`config.mk`:
```
export PLATFORM = sky130hd
export DESIGN_NAME = ac_phase_and_rms_meter_top
export DESIGN_NICKNAME = d
export VERILOG_FILES = /design/src/hw/rtl/acprm_pkg.sv /design/src/hw/rtl/acprm_front.sv /design/src/hw/rtl/acprm_queue.sv /design/src/hw/rtl/acprm_back.sv /design/src/hw/rtl/ac_phase_and_rms_meter_top.sv
export VERILOG_INCLUDE_DIRS = /design/src /design/src/hw/rtl
export SDC_FILE = /design/constraint.sdc
export NUM_CORES = 2
export LEC_CHECK = 0
export BUFFER_PORTS_ARGS = -buffer_cell sky130_fd_sc_hd__buf_2
export CAP_MARGIN = 20
export CELL_PAD_IN_SITES_DETAIL_PLACEMENT = 1
export CELL_PAD_IN_SITES_GLOBAL_PLACEMENT = 1
export CORE_UTILIZATION = 50
export DETAILED_ROUTE_END_ITERATION = 6
export GPL_TIMING_DRIVEN = 0
export PLACE_DENSITY_LB_ADDON = 0.1
export SLEW_MARGIN = 20
export SYNTH_ARGS = -nofsm -noshare
export SYNTH_HDL_FRONTEND = slang
export SYNTH_SLANG_ARGS = --single-unit
export TNS_END_PERCENT = 30
```
`constraint.sdc`:
```
create_clock -name clk -period 7.99 [get_ports clk]
set_input_delay 0.799 -clock clk [delete_from_list [all_inputs] [get_ports clk]]
set_output_delay 0.799 -clock clk [all_outputs]
set_load 0.02 [all_outputs]
```
`src/hw/rtl/ac_phase_and_rms_meter_top_defines.svh`:
```
// ----------------------------------------------------------------------------
// Assertion macros for the phase and RMS meter
// Concurrent checks on clk, disabled while rst_n is low; empty for synthesis.
// ----------------------------------------------------------------------------
`ifndef AC_PHASE_AND_RMS_METER_TOP_DEFINES_SVH
`define AC_PHASE_AND_RMS_METER_TOP_DEFINES_SVH
`ifndef SYNTHESIS
// Condition holds at every edge.
`define ACPRM_ASSERT_ALWAYS(lbl, expr) \
  lbl: assert property (@(posedge clk) disable iff (!rst_n) (expr)) \
    else $error("acprm check failed");
// Consequent holds at the same edge as the antecedent.
`define ACPRM_ASSERT_IMPLY(lbl, ante, cons) \
  lbl: assert property (@(posedge clk) disable iff (!rst_n) (ante) |-> (cons)) \
    else $error("acprm check failed");
// Consequent holds at the edge after the antecedent.
`define ACPRM_ASSERT_NEXT(lbl, ante, cons) \
  lbl: assert property (@(posedge clk) disable iff (!rst_n) (ante) |=> (cons)) \
    else $error("acprm check failed");
`else
`define ACPRM_ASSERT_ALWAYS(lbl, expr)
`define ACPRM_ASSERT_IMPLY(lbl, ante, cons)
`define ACPRM_ASSERT_NEXT(lbl, ante, cons)
`endif
`endif

```
`src/hw/rtl/acprm_pkg.sv`:
```
// ----------------------------------------------------------------------------
// acprm_pkg
// Types and constants shared by the phase and RMS meter modules.
// ----------------------------------------------------------------------------
`default_nettype none

package acprm_pkg;

  // Input request: one timer tick.
  typedef struct packed {
    logic       ref_level;
    logic       test_level;
    logic [9:0] ref_sample;
    logic [9:0] test_sample;
  } in_item_t;

  // Result request: one finished measurement.
  typedef struct packed {
    logic [23:0] period_ticks;
    logic [12:0] ref_rms_mv;
    logic [12:0] test_rms_mv;
    logic [23:0] delay_ticks;
    logic [15:0] phase_centideg;
  } out_item_t;

  // Job fields are sized for the largest counter and ADC widths.
  typedef logic [31:0] job_cnt_t;
  typedef logic [15:0] job_adc_t;

  typedef struct packed {
    job_cnt_t period;
    job_cnt_t delay;
    job_adc_t ref_peak;
    job_adc_t test_peak;
  } job_t;

  // Push side of the job queue.
  typedef struct packed {
    logic valid;
    job_t job;
  } job_push_t;

  // Sequencer phases of the front part.
  typedef enum logic [3:0] {
    SEQ_PER_WAIT_LOW   = 4'd0,
    SEQ_PER_WAIT_HIGH  = 4'd1,
    SEQ_PER_CNT_HIGH   = 4'd2,
    SEQ_PER_CNT_LOW    = 4'd3,
    SEQ_RPK_WAIT_LOW   = 4'd4,
    SEQ_RPK_WAIT_HIGH  = 4'd5,
    SEQ_RPK_QUARTER    = 4'd6,
    SEQ_TPK_WAIT_LOW   = 4'd7,
    SEQ_TPK_WAIT_HIGH  = 4'd8,
    SEQ_TPK_QUARTER    = 4'd9,
    SEQ_DLY_WAIT_LOW   = 4'd10,
    SEQ_DLY_WAIT_HIGH  = 4'd11,
    SEQ_DLY_COUNT      = 4'd12
  } seq_phase_t;

  // States of the back part.
  typedef enum logic [2:0] {
    BK_IDLE   = 3'd0,
    BK_MUL_A  = 3'd1,
    BK_MUL_B  = 3'd2,
    BK_PH_MUL = 3'd3,
    BK_DIV    = 3'd4,
    BK_OUT    = 3'd5
  } back_state_t;

  localparam logic [15:0] INV_SQRT2_Q16 = 16'd46341;
  localparam logic [15:0] PHASE_SCALE   = 16'd36000;
  localparam logic [15:0] PHASE_MAX     = 16'd35999;
  localparam logic [12:0] RMS_MAX       = 13'd8191;
  localparam logic [23:0] OUT24_MAX     = 24'hFFFFFF;
  localparam logic [12:0] FS_RESET      = 13'd3300;
  localparam int          DIV_STEPS     = 16;
  localparam int          Q_DEPTH       = 2;

endpackage

`default_nettype wire

```
`src/hw/rtl/acprm_front.sv`:
```
// ----------------------------------------------------------------------------
// acprm_front
// Tick sequencer: measures the period, captures both peaks, counts the delay
// and hands one job to the queue at the end of each sequence.
// ----------------------------------------------------------------------------
`default_nettype none
`include "ac_phase_and_rms_meter_top_defines.svh"

module acprm_front #(
  parameter int COUNT_WIDTH = 24,
  parameter int ADC_BITS    = 10
) (
  input  wire                 clk,
  input  wire                 rst_n,
  input  wire                 in_valid,
  output logic                in_stall,
  input  acprm_pkg::in_item_t in_data,
  input  wire                 q_full,
  output acprm_pkg::job_push_t push
);

  acprm_pkg::seq_phase_t    phase_r, phase_nxt;
  logic [COUNT_WIDTH-1:0]   cnt_r, cnt_nxt, cnt_inc;
  logic [COUNT_WIDTH-1:0]   period_r, period_nxt;
  logic [ADC_BITS-1:0]      ref_pk_r, ref_pk_nxt;
  logic [ADC_BITS-1:0]      test_pk_r, test_pk_nxt;
  logic [ADC_BITS-1:0]      rs, ts;
  logic                     acc;
  logic                     emit;
  logic [COUNT_WIDTH-1:0]   emit_delay;
  logic                     quarter_done;

  // Hold ticks back only while no job slot is free.
  assign in_stall = q_full;
  assign acc      = in_valid && !q_full;

  assign rs = ADC_BITS'(in_data.ref_sample);
  assign ts = ADC_BITS'(in_data.test_sample);

  // Saturating tick counter increment and quarter-period test.
  assign cnt_inc      = (cnt_r == {COUNT_WIDTH{1'b1}}) ? cnt_r : cnt_r + 1'b1;
  assign quarter_done = (cnt_inc >= (period_r >> 2));

  // Sequencer state register and control.
  always_ff @(posedge clk) begin
    if (!rst_n) begin
      phase_r   <= acprm_pkg::SEQ_PER_WAIT_LOW;
      cnt_r     <= '0;
      period_r  <= '0;
      ref_pk_r  <= '0;
      test_pk_r <= '0;
    end else begin
      phase_r   <= phase_nxt;
      cnt_r     <= cnt_nxt;
      period_r  <= period_nxt;
      ref_pk_r  <= ref_pk_nxt;
      test_pk_r <= test_pk_nxt;
    end
  end

  // Next phase, counters and captured values for one accepted tick.
  always_comb begin
    phase_nxt   = phase_r;
    cnt_nxt     = cnt_r;
    period_nxt  = period_r;
    ref_pk_nxt  = ref_pk_r;
    test_pk_nxt = test_pk_r;
    emit        = 1'b0;
    emit_delay  = '0;
    if (acc) begin
      case (phase_r)
        acprm_pkg::SEQ_PER_WAIT_LOW,
        acprm_pkg::SEQ_RPK_WAIT_LOW,
        acprm_pkg::SEQ_DLY_WAIT_LOW: begin
          if (!in_data.ref_level) phase_nxt = acprm_pkg::seq_phase_t'(phase_r + 4'd1);
        end
        acprm_pkg::SEQ_TPK_WAIT_LOW: begin
          if (!in_data.test_level) phase_nxt = acprm_pkg::SEQ_TPK_WAIT_HIGH;
        end
        acprm_pkg::SEQ_PER_WAIT_HIGH,
        acprm_pkg::SEQ_RPK_WAIT_HIGH: begin
          if (in_data.ref_level) begin
            cnt_nxt   = '0;
            phase_nxt = acprm_pkg::seq_phase_t'(phase_r + 4'd1);
          end
        end
        acprm_pkg::SEQ_TPK_WAIT_HIGH: begin
          if (in_data.test_level) begin
            cnt_nxt   = '0;
            phase_nxt = acprm_pkg::SEQ_TPK_QUARTER;
          end
        end
        acprm_pkg::SEQ_PER_CNT_HIGH: begin
          cnt_nxt = cnt_inc;
          if (!in_data.ref_level) phase_nxt = acprm_pkg::SEQ_PER_CNT_LOW;
        end
        acprm_pkg::SEQ_PER_CNT_LOW: begin
          cnt_nxt = cnt_inc;
          if (in_data.ref_level) begin
            period_nxt = cnt_inc;
            phase_nxt  = acprm_pkg::SEQ_RPK_WAIT_LOW;
          end
        end
        acprm_pkg::SEQ_RPK_QUARTER: begin
          cnt_nxt = cnt_inc;
          if (quarter_done) begin
            ref_pk_nxt = rs;
            phase_nxt  = acprm_pkg::SEQ_TPK_WAIT_LOW;
          end
        end
        acprm_pkg::SEQ_TPK_QUARTER: begin
          cnt_nxt = cnt_inc;
          if (quarter_done) begin
            test_pk_nxt = ts;
            phase_nxt   = acprm_pkg::SEQ_DLY_WAIT_LOW;
          end
        end
        acprm_pkg::SEQ_DLY_WAIT_HIGH: begin
          if (in_data.ref_level) begin
            cnt_nxt = '0;
            if (in_data.test_level) begin
              // Test already high at the reference rise: zero delay.
              emit      = 1'b1;
              phase_nxt = acprm_pkg::SEQ_PER_WAIT_LOW;
            end else begin
              phase_nxt = acprm_pkg::SEQ_DLY_COUNT;
            end
          end
        end
        acprm_pkg::SEQ_DLY_COUNT: begin
          cnt_nxt = cnt_inc;
          if (in_data.test_level) begin
            emit       = 1'b1;
            emit_delay = cnt_inc;
            phase_nxt  = acprm_pkg::SEQ_PER_WAIT_LOW;
          end
        end
        default: begin
          phase_nxt = acprm_pkg::SEQ_PER_WAIT_LOW;
        end
      endcase
    end
  end

  // Job handed to the queue.
  assign push.valid         = emit;
  assign push.job.period    = acprm_pkg::job_cnt_t'(period_r);
  assign push.job.delay     = acprm_pkg::job_cnt_t'(emit_delay);
  assign push.job.ref_peak  = acprm_pkg::job_adc_t'(ref_pk_r);
  assign push.job.test_peak = acprm_pkg::job_adc_t'(test_pk_r);

  `ACPRM_ASSERT_IMPLY(a_push_from_delay_phase, push.valid, (phase_r == acprm_pkg::SEQ_DLY_WAIT_HIGH) || (phase_r == acprm_pkg::SEQ_DLY_COUNT))
  `ACPRM_ASSERT_IMPLY(a_push_on_accept, push.valid, acc && !q_full)
  `ACPRM_ASSERT_NEXT(a_period_nonzero, acc && (phase_r == acprm_pkg::SEQ_PER_CNT_LOW) && in_data.ref_level, period_r != '0)

endmodule

`default_nettype wire

```
`src/hw/rtl/acprm_queue.sv`:
```
// ----------------------------------------------------------------------------
// acprm_queue
// Two-entry job queue between the sequencer and the arithmetic back part.
// ----------------------------------------------------------------------------
`default_nettype none

module acprm_queue (
  input  wire                  clk,
  input  wire                  rst_n,
  input  acprm_pkg::job_push_t push,
  output logic                 full,
  output logic                 head_valid,
  output acprm_pkg::job_t      head,
  input  wire                  pop
);

  localparam int PW = $clog2(acprm_pkg::Q_DEPTH);

  acprm_pkg::job_t  mem_r [acprm_pkg::Q_DEPTH];
  logic [PW-1:0]    wr_ptr_r, wr_ptr_nxt;
  logic [PW-1:0]    rd_ptr_r, rd_ptr_nxt;
  logic [PW:0]      cnt_r, cnt_nxt;
  logic             do_push, do_pop;

  assign full       = (cnt_r == (PW+1)'(acprm_pkg::Q_DEPTH));
  assign head_valid = (cnt_r != '0);
  assign head       = mem_r[rd_ptr_r];
  assign do_push    = push.valid && !full;
  assign do_pop     = pop && head_valid;

  // Pointer and fill count update.
  always_comb begin
    wr_ptr_nxt = do_push ? wr_ptr_r + 1'b1 : wr_ptr_r;
    rd_ptr_nxt = do_pop ? rd_ptr_r + 1'b1 : rd_ptr_r;
    cnt_nxt    = cnt_r;
    if (do_push && !do_pop) cnt_nxt = cnt_r + 1'b1;
    else if (do_pop && !do_push) cnt_nxt = cnt_r - 1'b1;
  end

  always_ff @(posedge clk) begin
    if (!rst_n) begin
      wr_ptr_r <= '0;
      rd_ptr_r <= '0;
      cnt_r    <= '0;
    end else begin
      wr_ptr_r <= wr_ptr_nxt;
      rd_ptr_r <= rd_ptr_nxt;
      cnt_r    <= cnt_nxt;
    end
  end

  // Entry storage.
  always_ff @(posedge clk) begin
    if (do_push) mem_r[wr_ptr_r] <= push.job;
  end

endmodule

`default_nettype wire

```
`src/hw/rtl/acprm_back.sv`:
```
// ----------------------------------------------------------------------------
// acprm_back
// Arithmetic back part: scales both peaks to RMS millivolts on a shared
// multiplier, forms the phase by a bit-serial divide and holds the result.
// ----------------------------------------------------------------------------
`default_nettype none
`include "ac_phase_and_rms_meter_top_defines.svh"

module acprm_back #(
  parameter int COUNT_WIDTH = 24,
  parameter int ADC_BITS    = 10
) (
  input  wire                  clk,
  input  wire                  rst_n,
  input  wire  [12:0]          full_scale_mv,
  input  wire                  job_valid,
  input  acprm_pkg::job_t      job,
  output logic                 job_pop,
  output logic                 out_valid,
  input  wire                  out_stall,
  output acprm_pkg::out_item_t out_data
);

  localparam int M1_W  = ADC_BITS + 13;
  localparam int M2_W  = ADC_BITS + 30;
  localparam int NUM_W = COUNT_WIDTH + 16;
  localparam int SH    = ADC_BITS + 16;

  acprm_pkg::back_state_t  state_r, state_nxt;
  logic                    out_valid_r, out_valid_nxt;
  acprm_pkg::out_item_t    out_data_r, out_data_nxt;

  logic [COUNT_WIDTH-1:0]  period_r, period_nxt;
  logic [COUNT_WIDTH-1:0]  delay_r, delay_nxt;
  logic [ADC_BITS-1:0]     ref_pk_r, ref_pk_nxt;
  logic [ADC_BITS-1:0]     test_pk_r, test_pk_nxt;
  logic                    sel_r, sel_nxt;
  logic [M1_W-1:0]         m1_r, m1_nxt;
  logic [12:0]             ref_rms_r, ref_rms_nxt;
  logic [12:0]             test_rms_r, test_rms_nxt;
  logic [COUNT_WIDTH-1:0]  rem_r, rem_nxt;
  logic [15:0]             low_r, low_nxt;
  logic [15:0]             quo_r, quo_nxt;
  logic [3:0]              step_r, step_nxt;
  logic                    sat_r, sat_nxt;
  logic                    zero_r, zero_nxt;

  logic [ADC_BITS-1:0]     peak_sel;
  logic [M2_W-1:0]         m2, m2_rnd, m2_sh;
  logic [12:0]             rms_val;
  logic [NUM_W-1:0]        num;
  logic [COUNT_WIDTH:0]    trial;
  logic                    trial_ge;
  logic [15:0]             phase_val;
  logic [31:0]             per32, dly32;

  // RMS datapath: second multiply, round half up, scale down and clamp.
  assign peak_sel = sel_r ? test_pk_r : ref_pk_r;
  assign m2       = M2_W'(m1_r) * M2_W'(acprm_pkg::INV_SQRT2_Q16);
  assign m2_rnd   = m2 + (M2_W'(1) << (SH - 1));
  assign m2_sh    = m2_rnd >> SH;
  assign rms_val  = (m2_sh > M2_W'(acprm_pkg::RMS_MAX)) ? acprm_pkg::RMS_MAX : m2_sh[12:0];

  // Phase numerator and one restoring divide step.
  assign num      = NUM_W'(delay_r) * NUM_W'(acprm_pkg::PHASE_SCALE);
  assign trial    = {rem_r, low_r[15]};
  assign trial_ge = (trial >= {1'b0, period_r});

  // Phase is zero for a zero period and saturates once delay reaches a period.
  assign phase_val = zero_r ? 16'd0 : (sat_r ? acprm_pkg::PHASE_MAX : quo_r);

  // 24-bit output saturation on the counted values.
  assign per32 = 32'(period_r);
  assign dly32 = 32'(delay_r);

  // State register and control flags.
  always_ff @(posedge clk) begin
    if (!rst_n) begin
      state_r     <= acprm_pkg::BK_IDLE;
      out_valid_r <= 1'b0;
      sel_r       <= 1'b0;
      step_r      <= '0;
    end else begin
      state_r     <= state_nxt;
      out_valid_r <= out_valid_nxt;
      sel_r       <= sel_nxt;
      step_r      <= step_nxt;
    end
  end

  // Datapath registers.
  always_ff @(posedge clk) begin
    period_r   <= period_nxt;
    delay_r    <= delay_nxt;
    ref_pk_r   <= ref_pk_nxt;
    test_pk_r  <= test_pk_nxt;
    m1_r       <= m1_nxt;
    ref_rms_r  <= ref_rms_nxt;
    test_rms_r <= test_rms_nxt;
    rem_r      <= rem_nxt;
    low_r      <= low_nxt;
    quo_r      <= quo_nxt;
    sat_r      <= sat_nxt;
    zero_r     <= zero_nxt;
    out_data_r <= out_data_nxt;
  end

  // Next state and datapath control.
  always_comb begin
    state_nxt     = state_r;
    out_valid_nxt = out_valid_r && out_stall;
    out_data_nxt  = out_data_r;
    period_nxt    = period_r;
    delay_nxt     = delay_r;
    ref_pk_nxt    = ref_pk_r;
    test_pk_nxt   = test_pk_r;
    sel_nxt       = sel_r;
    m1_nxt        = m1_r;
    ref_rms_nxt   = ref_rms_r;
    test_rms_nxt  = test_rms_r;
    rem_nxt       = rem_r;
    low_nxt       = low_r;
    quo_nxt       = quo_r;
    step_nxt      = step_r;
    sat_nxt       = sat_r;
    zero_nxt      = zero_r;
    job_pop       = 1'b0;
    case (state_r)
      acprm_pkg::BK_IDLE: begin
        if (job_valid) begin
          job_pop     = 1'b1;
          period_nxt  = COUNT_WIDTH'(job.period);
          delay_nxt   = COUNT_WIDTH'(job.delay);
          ref_pk_nxt  = ADC_BITS'(job.ref_peak);
          test_pk_nxt = ADC_BITS'(job.test_peak);
          sel_nxt     = 1'b0;
          state_nxt   = acprm_pkg::BK_MUL_A;
        end
      end
      acprm_pkg::BK_MUL_A: begin
        m1_nxt    = M1_W'(peak_sel) * M1_W'(full_scale_mv);
        state_nxt = acprm_pkg::BK_MUL_B;
      end
      acprm_pkg::BK_MUL_B: begin
        if (sel_r) begin
          test_rms_nxt = rms_val;
          state_nxt    = acprm_pkg::BK_PH_MUL;
        end else begin
          ref_rms_nxt = rms_val;
          sel_nxt     = 1'b1;
          state_nxt   = acprm_pkg::BK_MUL_A;
        end
      end
      acprm_pkg::BK_PH_MUL: begin
        // The high part of the numerator stays below the period when the
        // delay is under one period, so sixteen quotient bits suffice.
        rem_nxt   = num[NUM_W-1:16];
        low_nxt   = num[15:0];
        quo_nxt   = '0;
        step_nxt  = '0;
        zero_nxt  = (period_r == '0);
        sat_nxt   = (delay_r >= period_r);
        state_nxt = acprm_pkg::BK_DIV;
      end
      acprm_pkg::BK_DIV: begin
        rem_nxt  = trial_ge ? COUNT_WIDTH'(trial - {1'b0, period_r}) : trial[COUNT_WIDTH-1:0];
        low_nxt  = {low_r[14:0], 1'b0};
        quo_nxt  = {quo_r[14:0], trial_ge};
        step_nxt = step_r + 1'b1;
        if (step_r == 4'(acprm_pkg::DIV_STEPS - 1)) state_nxt = acprm_pkg::BK_OUT;
      end
      acprm_pkg::BK_OUT: begin
        if (!out_valid_r || !out_stall) begin
          out_valid_nxt               = 1'b1;
          out_data_nxt.period_ticks   = (per32 > 32'(acprm_pkg::OUT24_MAX)) ?
                                        acprm_pkg::OUT24_MAX : per32[23:0];
          out_data_nxt.ref_rms_mv     = ref_rms_r;
          out_data_nxt.test_rms_mv    = test_rms_r;
          out_data_nxt.delay_ticks    = (dly32 > 32'(acprm_pkg::OUT24_MAX)) ?
                                        acprm_pkg::OUT24_MAX : dly32[23:0];
          out_data_nxt.phase_centideg = phase_val;
          state_nxt                   = acprm_pkg::BK_IDLE;
        end
      end
      default: begin
        state_nxt = acprm_pkg::BK_IDLE;
      end
    endcase
  end

  assign out_valid = out_valid_r;
  assign out_data  = out_data_r;

  `ACPRM_ASSERT_IMPLY(a_pop_only_idle, job_pop, state_r == acprm_pkg::BK_IDLE)
  `ACPRM_ASSERT_IMPLY(a_phase_range, out_valid_r, out_data_r.phase_centideg <= acprm_pkg::PHASE_MAX)
  `ACPRM_ASSERT_NEXT(a_result_loaded, (state_r == acprm_pkg::BK_OUT) && !(out_valid_r && out_stall), out_valid_r && (state_r == acprm_pkg::BK_IDLE))

endmodule

`default_nettype wire

```
`src/hw/rtl/ac_phase_and_rms_meter_top.sv`:
```
// ----------------------------------------------------------------------------
// ac_phase_and_rms_meter_top
// Zero-crossing phase meter with peak-based RMS readout.
//
//   channel | direction | handshake           | payload
//   --------+-----------+---------------------+-----------------------------
//   in_     | input     | in_valid / in_stall | acprm_pkg::in_item_t
//   out_    | output    | out_valid/out_stall | acprm_pkg::out_item_t
//   cfg_    | input     | cfg_valid/cfg_ready | full_scale_mv, 13 bits
//
// A tick is taken every cycle unless the two-entry job queue is full.
// The back part takes one job at a time, in this order: one
// dequeue, two rounds of the shared RMS multiplier, one numerator multiply,
// sixteen divide steps of the phase divider and one output load.
// Synchronous active-low reset returns the sequencer to waiting for the
// reference low level and sets full scale to 3300 mV.
// The result register holds while out_stall is high; the sequencer keeps
// taking ticks until the queue fills.
// ----------------------------------------------------------------------------
`default_nettype none

module ac_phase_and_rms_meter_top #(
  parameter int COUNT_WIDTH = 24,
  parameter int ADC_BITS    = 10
) (
  input  wire                  clk,
  input  wire                  rst_n,
  input  wire                  in_valid,
  output logic                 in_stall,
  input  acprm_pkg::in_item_t  in_data,
  output logic                 out_valid,
  input  wire                  out_stall,
  output acprm_pkg::out_item_t out_data,
  input  wire                  cfg_valid,
  output logic                 cfg_ready,
  input  wire  [12:0]          cfg_data
);

  logic [12:0]          full_scale_r, full_scale_nxt;
  acprm_pkg::job_push_t push;
  logic                 q_full;
  logic                 head_valid;
  acprm_pkg::job_t      head;
  logic                 job_pop;

  // Full-scale register write.
  assign cfg_ready      = 1'b1;
  assign full_scale_nxt = (cfg_valid && cfg_ready) ? cfg_data : full_scale_r;

  always_ff @(posedge clk) begin
    if (!rst_n) begin
      full_scale_r <= acprm_pkg::FS_RESET;
    end else begin
      full_scale_r <= full_scale_nxt;
    end
  end

  acprm_front #(
    .COUNT_WIDTH (COUNT_WIDTH),
    .ADC_BITS    (ADC_BITS)
  ) u_front (
    .clk      (clk),
    .rst_n    (rst_n),
    .in_valid (in_valid),
    .in_stall (in_stall),
    .in_data  (in_data),
    .q_full   (q_full),
    .push     (push)
  );

  acprm_queue u_queue (
    .clk        (clk),
    .rst_n      (rst_n),
    .push       (push),
    .full       (q_full),
    .head_valid (head_valid),
    .head       (head),
    .pop        (job_pop)
  );

  acprm_back #(
    .COUNT_WIDTH (COUNT_WIDTH),
    .ADC_BITS    (ADC_BITS)
  ) u_back (
    .clk           (clk),
    .rst_n         (rst_n),
    .full_scale_mv (full_scale_r),
    .job_valid     (head_valid),
    .job           (head),
    .job_pop       (job_pop),
    .out_valid     (out_valid),
    .out_stall     (out_stall),
    .out_data      (out_data)
  );

endmodule

`default_nettype wire

```
==> run summary <==
The flow ran to the end, and the final reports show no timing, DRC or antenna violations. The worst slew slack as a fraction of its limit is about two fifths. The footprint of the flip-flops and latches came out at 13900 um^2. The number of distinct library cell variants in the gate-level netlist after synthesis is 81. The die is 264 um wide. The clock latency on the worst-skew pair came out at roughly 0.64 ns. The clock-pin slew of the registers on the worst-case setup and hold paths is 0.07 ns.

The multi-input gate area in the final layout is approximately 18000 um^2. The number of synthesized flops with an enable pin came out at between 300 and 400. The final worst slack came out at 0.576 ns. The number of max-capacitance violations reported came out at 0. The maximum number of pins on one net before global-route repair came out at 49. The largest individual stage delay along the critical path comes from the cell sky130_fd_sc_hd__clkbuf_1. The stage delay of the slowest cell on the critical path is 0.62 ns.

The share of the synthesized area in the top cell type is 34.6%. The synthesized instance count came out at 3079. The aggregate global routing overflow came out at 0.

The post-DP HPWL is 69400 um. Among all flip-flop cells after synthesis, the most frequent one is sky130_fd_sc_hd__edfxtp_1. The number of global-route vias before repair was approximately 25000. The clock skew after layout came out at 0.0428 ns.

The biggest area contributor in the post-synthesis netlist is sky130_fd_sc_hd__edfxtp_1. The signal on the critical path passes through clkbuf_1, mux2i_1, clkbuf_1, nor2b_1, fa_1, inv_1, fa_1, fa_1, fa_1, inv_1, fa_1, ha_1, a21o_1, a21oi_1, o211ai_1, nand2_1, a211oi_1, o311a_1, o21a_1, o21a_1, a311o_1. The count of boundary I/O pins is 133. The minimum clock period came out at 7.41 ns. The share of layout cells above drive strength 1 is 10.7%.

The worst setup path is launched from a flop. The share of the clock period used by the worst path after layout is 92.8%. The initial antenna violation count came out at 2.

The mapped cell area is 34400 um^2. For this run, the post-layout net count is 3967. The vertical die dimension came out at 264 um. Clock tree synthesis inserted a total of between 50 and 60 buffers. The data required time of the worst path came out at around 8.4 ns. For this block, the routed nets add up to 87600 um of wire. CTS built an H-tree with a depth of 2. The all-layer global routing usage is 25.7%. The post-synthesis net count is 3771. The critical path in this run is classified as flop to flop. The worst-case setup slack after placement came out at 0.648 ns. The setup slack of the most critical reg-to-reg path is 0.58 ns. The core box area came out at between 60000 and 70000 um^2.

STA classifies the critical path endpoint as a flop. From synthesis to final layout, the design area changed by 11.5%. The tree is rooted in a sky130_fd_sc_hd__clkbuf_16. The TritonCTS clock tree is done. The final-report setup violation count is 0. The full die area is about 70000 um^2.

The number of cells on the worst reg-to-reg path is 21. Row generation in the floorplan step produced 95 rows. In this design, the critical path's most frequently occurring cell is sky130_fd_sc_hd__fa_1. Clock tree synthesis found a total of 494 sinks. In this run the critical register-to-register path is captured at u_back.m1_r[22]. The post-synthesis sequential area ratio is 40.3%. The synthesized design contains 494 register bits. Of all flip-flops after synthesis, the portion carrying an async set or reset was 0%. The arrival time at the worst endpoint is just under 8 ns. The count of yosys warnings during synthesis is 0.

The number of cells on the worst hold path came out at 3. In this run the deepest clock path goes through 3 buffers. Dividing the synthesized area by the synthesized cell count gives 11.2 um^2.

The detail route stage leaves a number of antenna-violating nets equal to 0. The number of fill cells is about 7000. For the pin with the worst max-slew slack, the measured transition is 0.890 ns. The violation count after the first detailed-route iteration came out at 1172.

Setup repair after global routing left no endpoint under its margin. The hold buffer count at cts is 0. The fmax is 135 MHz. For this run, design rule violations remaining after detail routing come to 0.

The effective utilization at floorplan is 50.8%. The final hold violation count came out at 0. The global-route wire length before repair came out at 140000 um. Detailed routing inserted a total of 22970 vias.

Counting instances in the post-synthesis netlist gives the leading cell types as sky130_fd_sc_hd__inv_1 (451), sky130_fd_sc_hd__ha_1 (427), sky130_fd_sc_hd__edfxtp_1 (396), sky130_fd_sc_hd__fa_1 (225), sky130_fd_sc_hd__nand2_1 (190). For this run, the detailed router's first-pass iteration total came to 5. In the post-synthesis netlist, the biggest area contributors are sky130_fd_sc_hd__edfxtp_1 (35%), sky130_fd_sc_hd__ha_1 (16%), sky130_fd_sc_hd__fa_1 (13%). The number of slew-limit violations in the final report was 0. The largest driver fanout on the critical path came out at 10.

Routability-driven placement finished with a final weighted congestion of 0.889. The number of resized instances in the post-cts repair step is 0. In this run the post-CTS setup repair buffer count came out at 0.

The reg-to-reg startpoint is u_back.sel_r. The number of inserted diodes is 0. The kind of path behind the tightest hold check is input port to flop. The most common cell in the synthesized netlist is sky130_fd_sc_hd__inv_1. The origin of the worst min-delay path is in_data[19]. The vias per cell came out at about 5.5. The count of port buffers added during placement came out at approximately 130. The worst hold endpoint is u_front.ref_pk_r[9]. The detailed-route wire length per cell came out at 20.9 um.
area by class of cell:
cell class	instances	area share [%]
Clock buffer	67	3.96
Clock inverter	33	1.09
Timing Repair Buffer	140	2.32
Buffer	137	1.38
Inverter	452	4.44
Sequential cell	494	36.2
Tap cell	873	2.85
Multi-Input combinational cell	1996	47.8
placed cells by master (no fill, tap or decap), types with 29 or more instances in the layout:
master                      instances
sky130_fd_sc_hd__inv_1            449
sky130_fd_sc_hd__fa_1             225
sky130_fd_sc_hd__nor2_1           183
sky130_fd_sc_hd__buf_2            132
sky130_fd_sc_hd__xnor2_1           54
sky130_fd_sc_hd__edfxtp_1         396
sky130_fd_sc_hd__xor2_1            46
sky130_fd_sc_hd__o21ai_0           73
sky130_fd_sc_hd__a21oi_1          115
sky130_fd_sc_hd__and2_1            49
sky130_fd_sc_hd__and3_1            29
sky130_fd_sc_hd__a211oi_1          34
sky130_fd_sc_hd__nand3_1           42
sky130_fd_sc_hd__ha_1             427
sky130_fd_sc_hd__clkbuf_16         58
sky130_fd_sc_hd__dfxtp_1           98
sky130_fd_sc_hd__nor2b_1           61
sky130_fd_sc_hd__nand2_1          190
sky130_fd_sc_hd__mux2_2            77
sky130_fd_sc_hd__a21o_1            69
sky130_fd_sc_hd__mux2i_1           41
sky130_fd_sc_hd__clkbuf_1         128
how the worst max path moves through the flow:
stage / to / from / slack [ns]
final: u_back.m1_r[22] / u_back.sel_r / 0.58
after global routing: u_back.m1_r[22] / u_back.sel_r / 0.27
after detailed placement: u_back.m1_r[22] / u_back.sel_r / 0.65
after floorplan: u_back.m1_r[22] / u_back.sel_r / 1.74
after global placement: u_back.out_data[28] / u_back.state_r[0] / -0.13
after CTS: u_back.m1_r[22] / u_back.sel_r / 0.57
logic make-up after synthesis:
family	Yosys count	synth area share, %
adders and majority gates	652	28.7
DFF	494	40.3
and+or+nand+nor	684	9.77
other	1	0.0109
xor gates and xnor gates	101	2.60
muxes	118	3.72
buffers and inverters	589	6.48
AOI/OAI and AO/OA	440	8.46
flip-flops by register name, summed over array words and instances, names as in the netlist, 11 cells and up:
signal / cells
full_scale_r: 13
u_back.delay_r: 24
u_back.low_r: 11
u_back.m1_r: 23
u_back.out_data: 90
u_back.period_r: 24
u_back.quo_r: 16
u_back.ref_rms_r: 13
u_back.rem_r: 24
u_back.test_rms_r: 13
u_front.cnt_r: 24
u_front.period_r: 24
u_queue.mem_r: 136
layer usage:
| layer | wire length (um) | vias up | GRT usage, % |
|---|---|---|---|
| met2 | 41400 | 398 | 43.2 |
| met1 | 40800 | 11540 | 35.1 |
| li1 | - | 10905 | - |
| met5 | 12 | - | 0 |
| met3 | 3180 | 125 | 2.95 |
| met4 | 2230 | 2 | 7.07 |
through the flow:
| step | std cells | hold slack (ns) | utilization (%) | TNS [ns] | area, um^2 |
|---|---|---|---|---|---|
| floorplan | 3079 | 0.400 | - | 0 | 34400 |
| global placement | 4081 | 0.401 | 53.4 | -10.52 | 36100 |
| detailed placement | 4092 | 0.406 | 53.8 | 0 | 36400 |
| CTS | 4192 | 0.359 | 56.6 | 0 | 38300 |
| global route | 4192 | 0.388 | 56.6 | 0 | 38300 |
| finish | 4192 | 0.382 | 56.6 | 0 | 38300 |
critical path: cells and delay by family (launching register included):
kind / cells / cell delay (ns)
multiplexers: 1 / 0.47
AND/OR/NAND/NOR: 2 / 0.30
adder cells (fa/ha/maj): 6 / 2.74
flip-flops: 1 / 0.48
buffers and inverters: 4 / 1.26
AO/OA/AOI/OAI: 8 / 1.87
Power is left out: the tool's default activity adds up to more than one toggle a clock period on the data nets, which glitch-free logic cannot reach.
